**src/hw/rtl/ucps_pkg.sv**
```systemverilog
// Shared types and constants of the UTF-8 complete-prefix scanner.
// No dependencies; ucps_eval and the top level import it.
package ucps_pkg;

    localparam int LENGTH_BITS_DEF = 16;
    localparam int OUT_W           = 16;

    localparam logic [7:0] ASCII_HI  = 8'h7f;
    localparam logic [7:0] LEAD2_LO  = 8'hc2;
    localparam logic [7:0] LEAD2_HI  = 8'hdf;
    localparam logic [7:0] LEAD3_LO  = 8'he0;
    localparam logic [7:0] LEAD3_HI  = 8'hef;
    localparam logic [7:0] LEAD4_LO  = 8'hf0;
    localparam logic [7:0] LEAD4_HI  = 8'hf4;
    localparam logic [7:0] CONT_MASK = 8'hc0;
    localparam logic [7:0] CONT_TAG  = 8'h80;

    localparam logic [20:0] CP_MAX    = 21'h10ffff;
    localparam logic [20:0] SURR_LO   = 21'h00d800;
    localparam logic [20:0] SURR_HI   = 21'h00dfff;
    localparam logic [20:0] MIN_3BYTE = 21'h000800;
    localparam logic [20:0] MIN_4BYTE = 21'h010000;

    typedef enum logic [1:0] {
        ST_IDLE,
        ST_SCAN,
        ST_DONE
    } t_state;

    // One evaluation pass over the head of the window.
    typedef struct packed {
        logic       stop;  // head sequence not fully present yet
        logic [2:0] drop;  // bytes to settle and shift out (1..4)
    } t_eval;

endpackage

```
**src/hw/rtl/ucps_in_if.sv**
```systemverilog
// Input channel of the scanner: one raw byte and its end-of-buffer flag.
// Depends on nothing.
interface ucps_in_if;
    logic       valid;
    logic       ready;
    logic [7:0] data_byte;
    logic       end_of_buffer;

    modport source (output valid, output data_byte, output end_of_buffer, input ready);
    modport sink   (input valid, input data_byte, input end_of_buffer, output ready);
endinterface

```
**src/hw/rtl/ucps_out_if.sv**
```systemverilog
// Result channel of the scanner: length of the complete leading part.
// Depends on nothing.
interface ucps_out_if;
    logic        valid;
    logic        ready;
    logic [15:0] complete_length;

    modport source (output valid, output complete_length, input ready);
    modport sink   (input valid, input complete_length, output ready);
endinterface

```
**src/hw/rtl/ucps_eval.sv**
```systemverilog
// Shared sequence evaluator: decodes the lead byte of the window and
// judges the sequence when complete. Depends on ucps_pkg.
module ucps_eval
    import ucps_pkg::*;
(
    input  logic [7:0] i_win [4],
    input  logic [2:0] i_len,
    output t_eval      o_eval
);

    logic [2:0]  need;
    logic [20:0] cp;
    logic        cont_ok;
    logic        valid;

    always_comb begin
        need    = 3'd0;
        cp      = 21'd0;
        cont_ok = 1'b1;
        if (i_win[0] <= ASCII_HI) begin
            need = 3'd1;
            cp   = {13'd0, i_win[0]};
        end else if (i_win[0] inside {[LEAD2_LO:LEAD2_HI]}) begin
            need    = 3'd2;
            cp      = {10'd0, i_win[0][4:0], i_win[1][5:0]};
            cont_ok = ((i_win[1] & CONT_MASK) == CONT_TAG);
        end else if (i_win[0] inside {[LEAD3_LO:LEAD3_HI]}) begin
            need    = 3'd3;
            cp      = {5'd0, i_win[0][3:0], i_win[1][5:0], i_win[2][5:0]};
            cont_ok = ((i_win[1] & CONT_MASK) == CONT_TAG)
                   && ((i_win[2] & CONT_MASK) == CONT_TAG);
        end else if (i_win[0] inside {[LEAD4_LO:LEAD4_HI]}) begin
            need    = 3'd4;
            cp      = {i_win[0][2:0], i_win[1][5:0], i_win[2][5:0], i_win[3][5:0]};
            cont_ok = ((i_win[1] & CONT_MASK) == CONT_TAG)
                   && ((i_win[2] & CONT_MASK) == CONT_TAG)
                   && ((i_win[3] & CONT_MASK) == CONT_TAG);
        end

        valid = cont_ok && (cp <= CP_MAX) && !((cp >= SURR_LO) && (cp <= SURR_HI))
             && !((need == 3'd3) && (cp < MIN_3BYTE))
             && !((need == 3'd4) && (cp < MIN_4BYTE));

        o_eval.stop = (need != 3'd0) && (need > i_len);
        o_eval.drop = ((need == 3'd0) || !valid) ? 3'd1 : need;
    end

endmodule

```
**src/hw/rtl/utf8_complete_prefix_scanner.sv**
```systemverilog
// Top level of the UTF-8 complete-prefix scanner: window, sequencer,
// saturating count and result register. Depends on ucps_pkg, ucps_in_if,
// ucps_out_if and ucps_eval.
//
//  channel  | dir | payload                          | transfer when
//  ---------+-----+----------------------------------+------------------
//  i_in     | in  | data_byte[7:0], end_of_buffer    | valid && ready
//  o_out    | out | complete_length[15:0]            | valid && ready
//
// A byte is taken in the idle state; then the scan state settles the head
// sequences of the window in turn and ends when the head still waits for
// followers or the window empties; the single shared evaluator judges one
// head sequence at a time. The final byte of a buffer then passes the load
// state, which loads the result register. i_in.ready is high only while
// the sequencer idles. A result that is not taken stalls the next final
// byte in the load state; other bytes keep flowing. Synchronous reset
// empties the window and clears the count and the result valid flag.
module utf8_complete_prefix_scanner
    import ucps_pkg::*;
#(
    parameter int LENGTH_BITS = LENGTH_BITS_DEF
) (
    input  logic  i_clk,
    input  logic  i_rst_n,
    ucps_in_if.sink    i_in,
    ucps_out_if.source o_out
);

    localparam logic [LENGTH_BITS:0] CountMax = {1'b0, {LENGTH_BITS{1'b1}}};

    t_state                 r_state, n_state;
    logic [7:0]             r_win [4];
    logic [2:0]             r_len;
    logic                   r_eob;
    logic [LENGTH_BITS-1:0] r_count;
    logic                   r_out_valid;
    logic [OUT_W-1:0]       r_out_len;

    t_eval                  ev;
    logic                   accept;
    logic                   out_free;
    logic                   scan_done;
    logic [2:0]             rest_len;
    logic [LENGTH_BITS:0]   sum;
    logic [LENGTH_BITS-1:0] count_sat;

    ucps_eval u_eval (
        .i_win  (r_win),
        .i_len  (r_len),
        .o_eval (ev)
    );

    assign accept   = i_in.valid && i_in.ready;
    assign out_free = !r_out_valid || o_out.ready;
    assign rest_len = r_len - ev.drop;
    // finish the byte when the head waits for followers or the window empties
    assign scan_done = ev.stop || (rest_len == 3'd0);

    assign sum       = {1'b0, r_count} + (LENGTH_BITS+1)'(ev.drop);
    assign count_sat = (sum > CountMax) ? r_count | {LENGTH_BITS{1'b1}}
                                        : sum[LENGTH_BITS-1:0];

    // next state
    always_comb begin
        n_state = r_state;
        case (r_state)
            ST_IDLE: begin
                if (accept) n_state = ST_SCAN;
            end
            ST_SCAN: begin
                if (scan_done) n_state = r_eob ? ST_DONE : ST_IDLE;
            end
            ST_DONE: begin
                if (out_free) n_state = ST_IDLE;
            end
            default: n_state = ST_IDLE;
        endcase
    end

    // outputs
    always_comb begin
        i_in.ready = 1'b0;
        case (r_state)
            ST_IDLE: i_in.ready = 1'b1;
            default: i_in.ready = 1'b0;
        endcase
    end

    assign o_out.valid           = r_out_valid;
    assign o_out.complete_length = r_out_len;

    always_ff @(posedge i_clk) begin
        if (!i_rst_n) begin
            r_state     <= ST_IDLE;
            r_len       <= 3'd0;
            r_eob       <= 1'b0;
            r_count     <= '0;
            r_out_valid <= 1'b0;
        end else begin
            r_state <= n_state;
            // the load state handles a taken result itself
            if (r_out_valid && o_out.ready && (r_state != ST_DONE)) r_out_valid <= 1'b0;
            case (r_state)
                ST_IDLE: begin
                    // append the new byte behind the held ones
                    if (accept) begin
                        r_win[r_len[1:0]] <= i_in.data_byte;
                        r_len             <= r_len + 3'd1;
                        r_eob             <= i_in.end_of_buffer;
                    end
                end
                ST_SCAN: begin
                    // settle the head sequence and shift it out
                    if (!ev.stop) begin
                        r_count <= count_sat;
                        r_len   <= rest_len;
                        for (int i = 0; i < 4; i++) begin
                            if (i + int'(ev.drop) < 4) r_win[i] <= r_win[i + int'(ev.drop)];
                        end
                    end
                end
                ST_DONE: begin
                    // drop the unfinished tail and publish the count
                    if (out_free) begin
                        r_out_valid <= 1'b1;
                        r_out_len   <= OUT_W'(r_count);
                        r_count     <= '0;
                        r_len       <= 3'd0;
                        r_eob       <= 1'b0;
                    end
                end
                default: ;
            endcase
        end
    end

    a_accept_scans: assert property (@(posedge i_clk) disable iff (!i_rst_n)
        accept |=> (r_state == ST_SCAN))
        else $error("accepted byte not scanned");

    a_idle_window: assert property (@(posedge i_clk) disable iff (!i_rst_n)
        (r_state == ST_IDLE) |-> (r_len <= 3'd3))
        else $error("window overfull while idle");

    a_result_source: assert property (@(posedge i_clk) disable iff (!i_rst_n)
        $rose(r_out_valid) |-> ($past(r_state) == ST_DONE))
        else $error("result loaded outside the load state");

    a_count_grows: assert property (@(posedge i_clk) disable iff (!i_rst_n)
        (r_state == ST_SCAN) |=> (r_count >= $past(r_count)))
        else $error("count decreased during scan");

endmodule
```
**src/flat_wrapper.sv**
```systemverilog
// flat-port wrapper written by rule: the top's interface ports become plain ports
module utf8_complete_prefix_scanner_flat import ucps_pkg::*;
#(
    parameter int LENGTH_BITS = LENGTH_BITS_DEF
)
  (i_clk, i_rst_n, i_in_valid, i_in_data_byte, i_in_end_of_buffer, i_in_ready, o_out_valid, o_out_complete_length, o_out_ready);
  ucps_in_if i_in_i ();
  ucps_out_if o_out_i ();
  input  logic i_clk;
  input  logic i_rst_n;
  input wire logic [$bits(i_in_i.valid)-1:0] i_in_valid;
  input wire logic [$bits(i_in_i.data_byte)-1:0] i_in_data_byte;
  input wire logic [$bits(i_in_i.end_of_buffer)-1:0] i_in_end_of_buffer;
  output wire logic [$bits(i_in_i.ready)-1:0] i_in_ready;
  output wire logic [$bits(o_out_i.valid)-1:0] o_out_valid;
  output wire logic [$bits(o_out_i.complete_length)-1:0] o_out_complete_length;
  input wire logic [$bits(o_out_i.ready)-1:0] o_out_ready;
  assign i_in_i.valid = i_in_valid;
  assign i_in_i.data_byte = i_in_data_byte;
  assign i_in_i.end_of_buffer = i_in_end_of_buffer;
  assign i_in_ready = i_in_i.ready;
  assign o_out_valid = o_out_i.valid;
  assign o_out_complete_length = o_out_i.complete_length;
  assign o_out_i.ready = o_out_ready;
  utf8_complete_prefix_scanner #(.LENGTH_BITS(LENGTH_BITS)) u_core (.i_clk(i_clk), .i_rst_n(i_rst_n), .i_in(i_in_i), .o_out(o_out_i));
endmodule
```
**config.mk**
```make
export PLATFORM = sky130hd
export DESIGN_NAME = utf8_complete_prefix_scanner_flat
export DESIGN_NICKNAME = d
export VERILOG_FILES = /design/src/hw/rtl/ucps_pkg.sv /design/src/hw/rtl/ucps_in_if.sv /design/src/hw/rtl/ucps_out_if.sv /design/src/hw/rtl/ucps_eval.sv /design/src/hw/rtl/utf8_complete_prefix_scanner.sv /design/src/flat_wrapper.sv
export SDC_FILE = /design/constraint.sdc
export NUM_CORES = 1
export LEC_CHECK = 0
export ABC_AREA = 1
export BUFFER_PORTS_ARGS = -buffer_cell sky130_fd_sc_hd__clkbuf_2
export CELL_PAD_IN_SITES_DETAIL_PLACEMENT = 2
export CELL_PAD_IN_SITES_GLOBAL_PLACEMENT = 2
export CORE_UTILIZATION = 39
export CTS_CLUSTER_DIAMETER = 120
export CTS_CLUSTER_SIZE = 24
export DETAILED_ROUTE_END_ITERATION = 16
export PLACE_DENSITY = 0.82
export SYNTH_ARGS = -nofsm -noshare
export SYNTH_HDL_FRONTEND = slang
export SYNTH_SLANG_ARGS = --single-unit
```
**constraint.sdc**
```tcl
create_clock -name i_clk -period 5.1 [get_ports i_clk]
set_input_delay 1.02 -clock i_clk [delete_from_list [all_inputs] [get_ports i_clk]]
set_output_delay 1.02 -clock i_clk [all_outputs]
set_load 0.02 [all_outputs]
```
* Word level (Yosys, flattened, before mapping)
Index checks and enable logic that the tools add are counted.
** Operators by class
- $add $sub $neg :: 6
- Order comparisons :: 24
- Eq/ne operators :: 16
- Muxes and demuxes :: 55
- Bitwise operators :: 5
- Reduce and logical (&&, ||, !) cells :: 42
** Operator list (number)
- 32-bit by 3-bit greater-or-equal comparator with 1-bit output, second input constant :: 4
- 8-bit two-way mux :: 13
- 32-bit by 4-bit < comparator with 1-bit output, second input constant :: 3
- 32-bit inverter :: 3
- 21-bit two-way mux :: 4
- 8-bit binary-select mux with 2-bit select :: 4
- 32-bit two-way mux :: 2
- 32-bit case mux with 2 select lines :: 1
- 16-bit two-way mux :: 3
- 32-bit bitwise mux :: 1
- 3-bit inverter with 32-bit output :: 1
- 16-bit case mux with 2 select lines :: 1
- 8-bit greater-or-equal comparator, second input constant :: 3
- 8-bit <= comparator, second input constant :: 3
- 3-bit two-way mux :: 8
- 21-bit by 16-bit greater-or-equal comparator with 1-bit output, second input constant :: 1
- 21-bit by 16-bit <= comparator with 1-bit output, second input constant :: 1
- 21-bit <= comparator, second input constant :: 1
- 21-bit by 12-bit < comparator with 1-bit output, second input constant :: 1
- 21-bit by 17-bit < comparator with 1-bit output, second input constant :: 1
- 5-bit AND reduction :: 4
- 16-bit by 3-bit adder with 17-bit output :: 1
- 17-bit by 16-bit > comparator with 1-bit output, second input constant :: 1
- 1-bit logical AND :: 17
- other kinds (30) :: 66
** Word-level totals
- Register bits after elaboration :: 71
- Bits of input ports :: 13
- Output and inout port bits :: 18
- Logic and storage cells :: 158

* Depth between registers and ports, before layout
- Word-level depth :: 23
- Mapped depth :: 26
- Depth with buffers taken out :: 26

* By module
A second synthesis with hierarchy kept.
** Unflattened totals
- Cells, all modules :: 620
- Area, all modules :: 4638.2 um^2
** By module, submodules not included
- utf8_complete_prefix_scanner :: times used 1, cells an instance 521, area each 4152.7 um^2, sequential area each 1901.8 um^2
- ucps_eval :: times used 1, cells an instance 99, area each 485.5 um^2, sequential area each 0.0 um^2

* Worst setup path before layout
OpenSTA, ideal clock, no wires.
- Path kind :: register -> register
- From :: reg u_core.r_win[27] (netlist name)
- To :: reg u_core.r_win[16] (netlist name), enable pin
- Library setup time :: 0.389 ns
- Arrival time :: 2.857 ns
- Required time :: 4.711 ns
- Setup slack :: 1.854 ns
- Stages on the path, launching flop included :: 18
- Buffers on the path :: 1
- Period minus slack after synthesis :: 3.246 ns
- Cells stage by stage :: edfxtp_1 > inv_2 > nand3_1 > nor2_4 > nand2_2 > inv_2 > nand2_1 > nand2_1 > nand2_1 > nand3b_1 > nand2_1 > nand2_4 > nand3_4 > inv_1 > buf_1 > ha_1 > nand2_1 > a311oi_1
** Between the ends
- Word-level cells in the longest chain between the ends :: 19
- Elaborated cells between the ends (all ways) :: 51
- Classes of those cells :: add/sub (1); order compare (14); eq/ne (4); mux (13); reduce/logical (19)
** RTL lines
- start: declaration :: line utf8_complete_prefix_scanner.sv:32 : logic [7:0] r_win [4];
- start signal: indexed assignment :: line utf8_complete_prefix_scanner.sv:107 : r_win[r_len[1:0]] <= i_in.data_byte;
- 8-bit greater-or-equal comparator / 8-bit <= comparator (equally long branches) :: line ucps_eval.sv:32 : end else if (i_win[0] inside {[LEAD4_LO:LEAD4_HI]}) begin
- 1-bit logical AND :: line ucps_eval.sv:32
- 21-bit two-way mux :: line ucps_eval.sv:32
- 21-bit two-way mux :: line ucps_eval.sv:27 : end else if (i_win[0] inside {[LEAD3_LO:LEAD3_HI]}) begin
- 21-bit two-way mux :: line ucps_eval.sv:23 : end else if (i_win[0] inside {[LEAD2_LO:LEAD2_HI]}) begin
- 21-bit two-way mux :: line ucps_eval.sv:20 : if (i_win[0] <= ASCII_HI) begin
- 21-bit by 16-bit greater-or-equal comparator with 1-bit output / 21-bit by 16-bit <= comparator with 1-bit output (equally long branches) :: line ucps_eval.sv:40 : valid = cont_ok && (cp <= CP_MAX) && !((cp >= SURR_LO) && (cp <= SURR_HI))
- 1-bit logical AND :: line ucps_eval.sv:40
- [3 not listed]
- 1-bit logical AND :: line ucps_eval.sv:42 : && !((need == 3'd4) && (cp < MIN_4BYTE));
- 1-bit zero test :: line ucps_eval.sv:45 : o_eval.drop = ((need == 3'd0) || !valid) ? 3'd1 : need;
- 1-bit logical OR :: line ucps_eval.sv:45
- 3-bit two-way mux :: line ucps_eval.sv:45
- 1-bit by 3-bit adder with 4-bit output :: line utf8_complete_prefix_scanner.sv:118 : if (i + int'(ev.drop) < 4) r_win[i] <= r_win[i + int'(ev.drop)];
- 32-bit by 4-bit < comparator with 1-bit output :: line utf8_complete_prefix_scanner.sv:118
- 2-bit by 1-bit inequality test with 1-bit output (no line)
- 5-bit AND reduction (no line) (*)
Every way passes the cells marked *; elsewhere a longest branch is shown, timed or not.
A chain may end at the register's enable or synchronous reset.

* Worst setup path after layout
- From :: reg u_core.r_win[26] (netlist name)
- To :: reg u_core.r_count[9]
** Between the ends
- Word-level cells in the longest chain between the ends :: 20
- Elaborated cells between the ends (all ways) :: 53
- Classes of those cells :: add/sub (1); order compare (14); eq/ne (3); mux (16); reduce/logical (19)
** RTL lines
- 8-bit greater-or-equal comparator / 8-bit <= comparator (equally long branches) :: line ucps_eval.sv:32
- 1-bit logical AND :: line ucps_eval.sv:32
- 21-bit two-way mux :: line ucps_eval.sv:32
- 21-bit two-way mux :: line ucps_eval.sv:27
- 21-bit two-way mux :: line ucps_eval.sv:23
- 21-bit two-way mux :: line ucps_eval.sv:20
- 21-bit by 16-bit greater-or-equal comparator with 1-bit output / 21-bit by 16-bit <= comparator with 1-bit output (equally long branches) :: line ucps_eval.sv:40
- 1-bit logical AND :: line ucps_eval.sv:40
- [4 not listed]
- 1-bit zero test :: line ucps_eval.sv:45
- 1-bit logical OR :: line ucps_eval.sv:45
- 3-bit two-way mux :: line ucps_eval.sv:45
- 16-bit by 3-bit adder with 17-bit output :: line utf8_complete_prefix_scanner.sv:59 : assign sum = {1'b0, r_count} + (LENGTH_BITS+1)'(ev.drop);
- 17-bit by 16-bit > comparator with 1-bit output :: line utf8_complete_prefix_scanner.sv:60 : assign count_sat = (sum > CountMax) ? r_count | {LENGTH_BITS{1'b1}}
- 16-bit two-way mux :: line utf8_complete_prefix_scanner.sv:60
- 16-bit two-way mux :: line utf8_complete_prefix_scanner.sv:114 : if (!ev.stop) begin
- 16-bit case mux with 2 select lines :: line utf8_complete_prefix_scanner.sv:103 : case (r_state)
- end signal: assignment :: line utf8_complete_prefix_scanner.sv:115 : r_count <= count_sat;
- end: declaration :: line utf8_complete_prefix_scanner.sv:35 : logic [LENGTH_BITS-1:0] r_count;
Parallel ways exist; a longest one is shown, timed or not. The select of a mux whose other input is x is not followed.

==> reports/results.ini <==
[sta]
tightestPinTransition_ns=1.345
max_slew_margin_pct=9.981
post-route-period-util_pct=85.81
fmax_mhz=228.5
finalSetupViolCount=0
report.final.slew_viol_count=0
min_period_ns=4.376
hold_slack_ns=0.4833
timing.clock.skew_ns=0.01306
finalHoldViolations=0
rsz0062_at_grt=false
fin_tns_setup_ns=0

[drt]
wl_um=15960
vias=4403
drc=0
first_pass_iters=4
avgViaCountPerCell=5.630
drtIter0Drc=227
ant_nets=0
wl_per_cell_um=20.40

[clock_network]
clockRootBuffer=clkbuf_16
clock-sinks=71
cts_tree=yes
cts_hold_buf=0
cts_resized=0
cts_setup_buffers=0
path_clk_slew_ns=0.06
cts_htree_levels=3
clk_latency_ns=0.36
clockBufferDepth=2
cts_buffers=9

[global_route]
grt_pass1_wl_um=24980
grt_max_degree=41
first_global_vias=4739
groute.usage.overall_pct=28.24
overflow=0
antenna_found_initial=0

[setup_path]
setup.worst_path.end=u_core.r_count[9]
r2r_start=u_core.r_win[26]
critPathRequiredTime_ns=5.36
critPathArrivalTime_ns=4.63
r2r.worst_path.cells=14
path_cells=nor2_1 > nand3_1 > a21oi_1 > inv_1 > ha_1 > nand2_1 > nor2_1 > a211oi_1 > a311oi_1 > nand2_1 > o211ai_2 > nor2_1 > nand2_1 > a21oi_1
slowest_stage=nor2_1
end_kind=flip-flop
r2r_slack_ns=0.72
critPathMaxFanout=17
path_buf_inv=1
r2r-end=u_core.r_count[9]
worst_path_dominant_cell_family=simple AND/OR/NAND/NOR gates
startpoint=u_core.r_win[26]
cpPeakStageDelay_ns=1.15
cp-start-kind=flip-flop
path_class=reg2reg
cp.depth=14

[yosys]
synth_fp_nets=636
ys_warn_count=0
syn_area_um2=4559
ys_types=37
postSynthAreaPerCell_um2=7.536
yosys.area.top_type=edfxtp_1
yosysSeqAreaShare_pct=41.71
synthCells=605
synth-seq-cells=71
synth_top_area_share_pct=31.61
yosys-top-cells-area=edfxtp_1 32%, nand2_1 13%, dfxtp_1 10%

[placed_design]
portBuffers=30
hpwlAfterDp_um=10980
routabilityCongestion=0.8510
placed_cells=766

[floorplanning]
die_area_um2=12130
die_h_um=110.1
dieWidth_um=110.1
rows=39
core_um2=11420
start_util_pct=39.93
ios=31

[power]
powerDensity_nw_per_um2=559.2
p_leak_uw=0.002212
ir_worst_vdd_v=0.0002836
total_power_uw=2902

[min_path]
hold_depth=2
hp-class=reg2reg

[layout]
num_antenna_cells=0
drive_above_1_share_pct=11.74
finalNonFillerCells=782
n_fill_cell=1329
final_nets=665
areaGrowthSynthToFinish_pct=13.83

[job]
drv_cap=0

[status]
status=complete, no violations

-- registers in the layout, indices dropped and copies added, names as in the netlist --
signal and count:
u_core.r_len 3, u_core.o_out.valid 1, u_core.r_eob 1, u_core.r_state 2, u_core.r_count 16, u_core.r_win 32
u_core.o_out.complete_length 16
-- synth_stat cells --
master	n
nand3_4	1
fa_1	1
a21oi_1	27
nand4_4	2
a311oi_1	2
buf_1	1
nor2_4	1
nand2_1	161
o21ai_0	67
nor2_2	1
edfxtp_1	48
buf_6	2
buf_2	2
nand3_1	38
o21ai_2	1
o22ai_1	23
nand2_2	6
nor4_1	3
or2_0	1
a211oi_1	2
nor3_1	11
ha_1	17
o211ai_2	1
inv_2	4
nor2_8	1
inv_1	73
xnor2_1	2
or2_2	2
nand2_4	2
o21ai_1	1
nand3b_1	4
nor2_1	45
nand4_1	7
dfxtp_1	23
nor3b_1	1
clkbuf_1	14
xor2_1	7
-- per-stage QoR --
stage | cell area (µm²) | util [%] | worst slack [ns]
after floorplan | 4559 | - | 1.854
after global placement | 4857 | 42.54 | 1.451
final | 5190 | 45.45 | 0.7239
after CTS | 5190 | 45.45 | 0.6811
after global routing | 5190 | 45.45 | 0.4438
after detailed placement | 4857 | 42.54 | 1.147
-- final cells by class --
cell class	instances	area (µm²)	share of cell area, %
Inverter	77	289.0	5.569
Sequential cell	71	1902	36.64
Clock buffer	11	254.0	4.894
Clock inverter	5	78.83	1.519
Multi-Input combinational cell	438	2285	44.02
Tap cell	143	178.9	3.447
Timing Repair Buffer	37	202.7	3.905
-- power by group --
group          total [µW]  switching, µW  leakage, µW  internal [µW]
combinational        1300            937      0.00141            367
sequential            874           93.3     0.000641            781
clock                 725            267     0.000165            458
total                2900           1300      0.00221           1610
-- how the worst min path moves through the flow --
stage,start,endpoint,slack (ns)
6_report,u_core.r_eob,u_core.r_eob,0.48
4_1_cts,u_core.r_eob,u_core.r_eob,0.49
3_5_place_dp,u_core.r_count[2],u_core.o_out.complete_length[2],0.48
2_1_floorplan,u_core.r_count[0],u_core.o_out.complete_length[0],0.44
3_3_place_gp,u_core.r_count[0],u_core.o_out.complete_length[0],0.47
5_1_grt,u_core.r_count[6],u_core.o_out.complete_length[6],0.51
-- cell families after synthesis --
family / synth area share (%)
XOR/XNOR: 1.729
AND/OR/NAND/NOR: 28.40
adder cells (fa/ha/maj): 5.104
flip-flops: 41.71
AO/OA/AOI/OAI: 14.76
buffers and inverters: 8.287
-- tightest hold or removal path: cells and delay by family (launching register included) --
kind           cells  cell delay (ns)
AO/OA/AOI/OAI      2             0.13
flip-flops         1             0.31
-- layer usage --
layer | global-route usage (%) | vias up | wire length (µm)
li1 | - | 2081 | -
met1 | 33.88 | 2223 | 6931
met2 | 50.09 | 72 | 8103
met3 | 5.409 | 27 | 531
met4 | 10.24 | 0 | 389
met5 | 0 | - | 0
-- layout by cell type (no fill, tap or decap), types with 2 or more instances in the layout --
cell / synthesis / layout
nand2_1: 161 / 161
inv_1: 73 / 73
o21ai_0: 67 / 67
edfxtp_1: 48 / 48
nor2_1: 45 / 45
nand3_1: 38 / 38
clkbuf_2: 0 / 30
a21oi_1: 27 / 27
o22ai_1: 23 / 23
dfxtp_1: 23 / 23
ha_1: 17 / 17
nor3_1: 11 / 10
clkbuf_16: 0 / 10
nand4_1: 7 / 7
xor2_1: 7 / 7
buf_4: 0 / 7
nand2_2: 6 / 6
inv_2: 4 / 4
nand3b_1: 4 / 4
nor4_1: 3 / 3
or2_2: 2 / 2
nand2_4: 2 / 2
a211oi_1: 2 / 2
a311oi_1: 2 / 2
xnor2_1: 2 / 2
nand4_4: 2 / 2
clkinv_2: 0 / 2
bufinv_16: 0 / 2
Power figures use the tool's default switching activity.
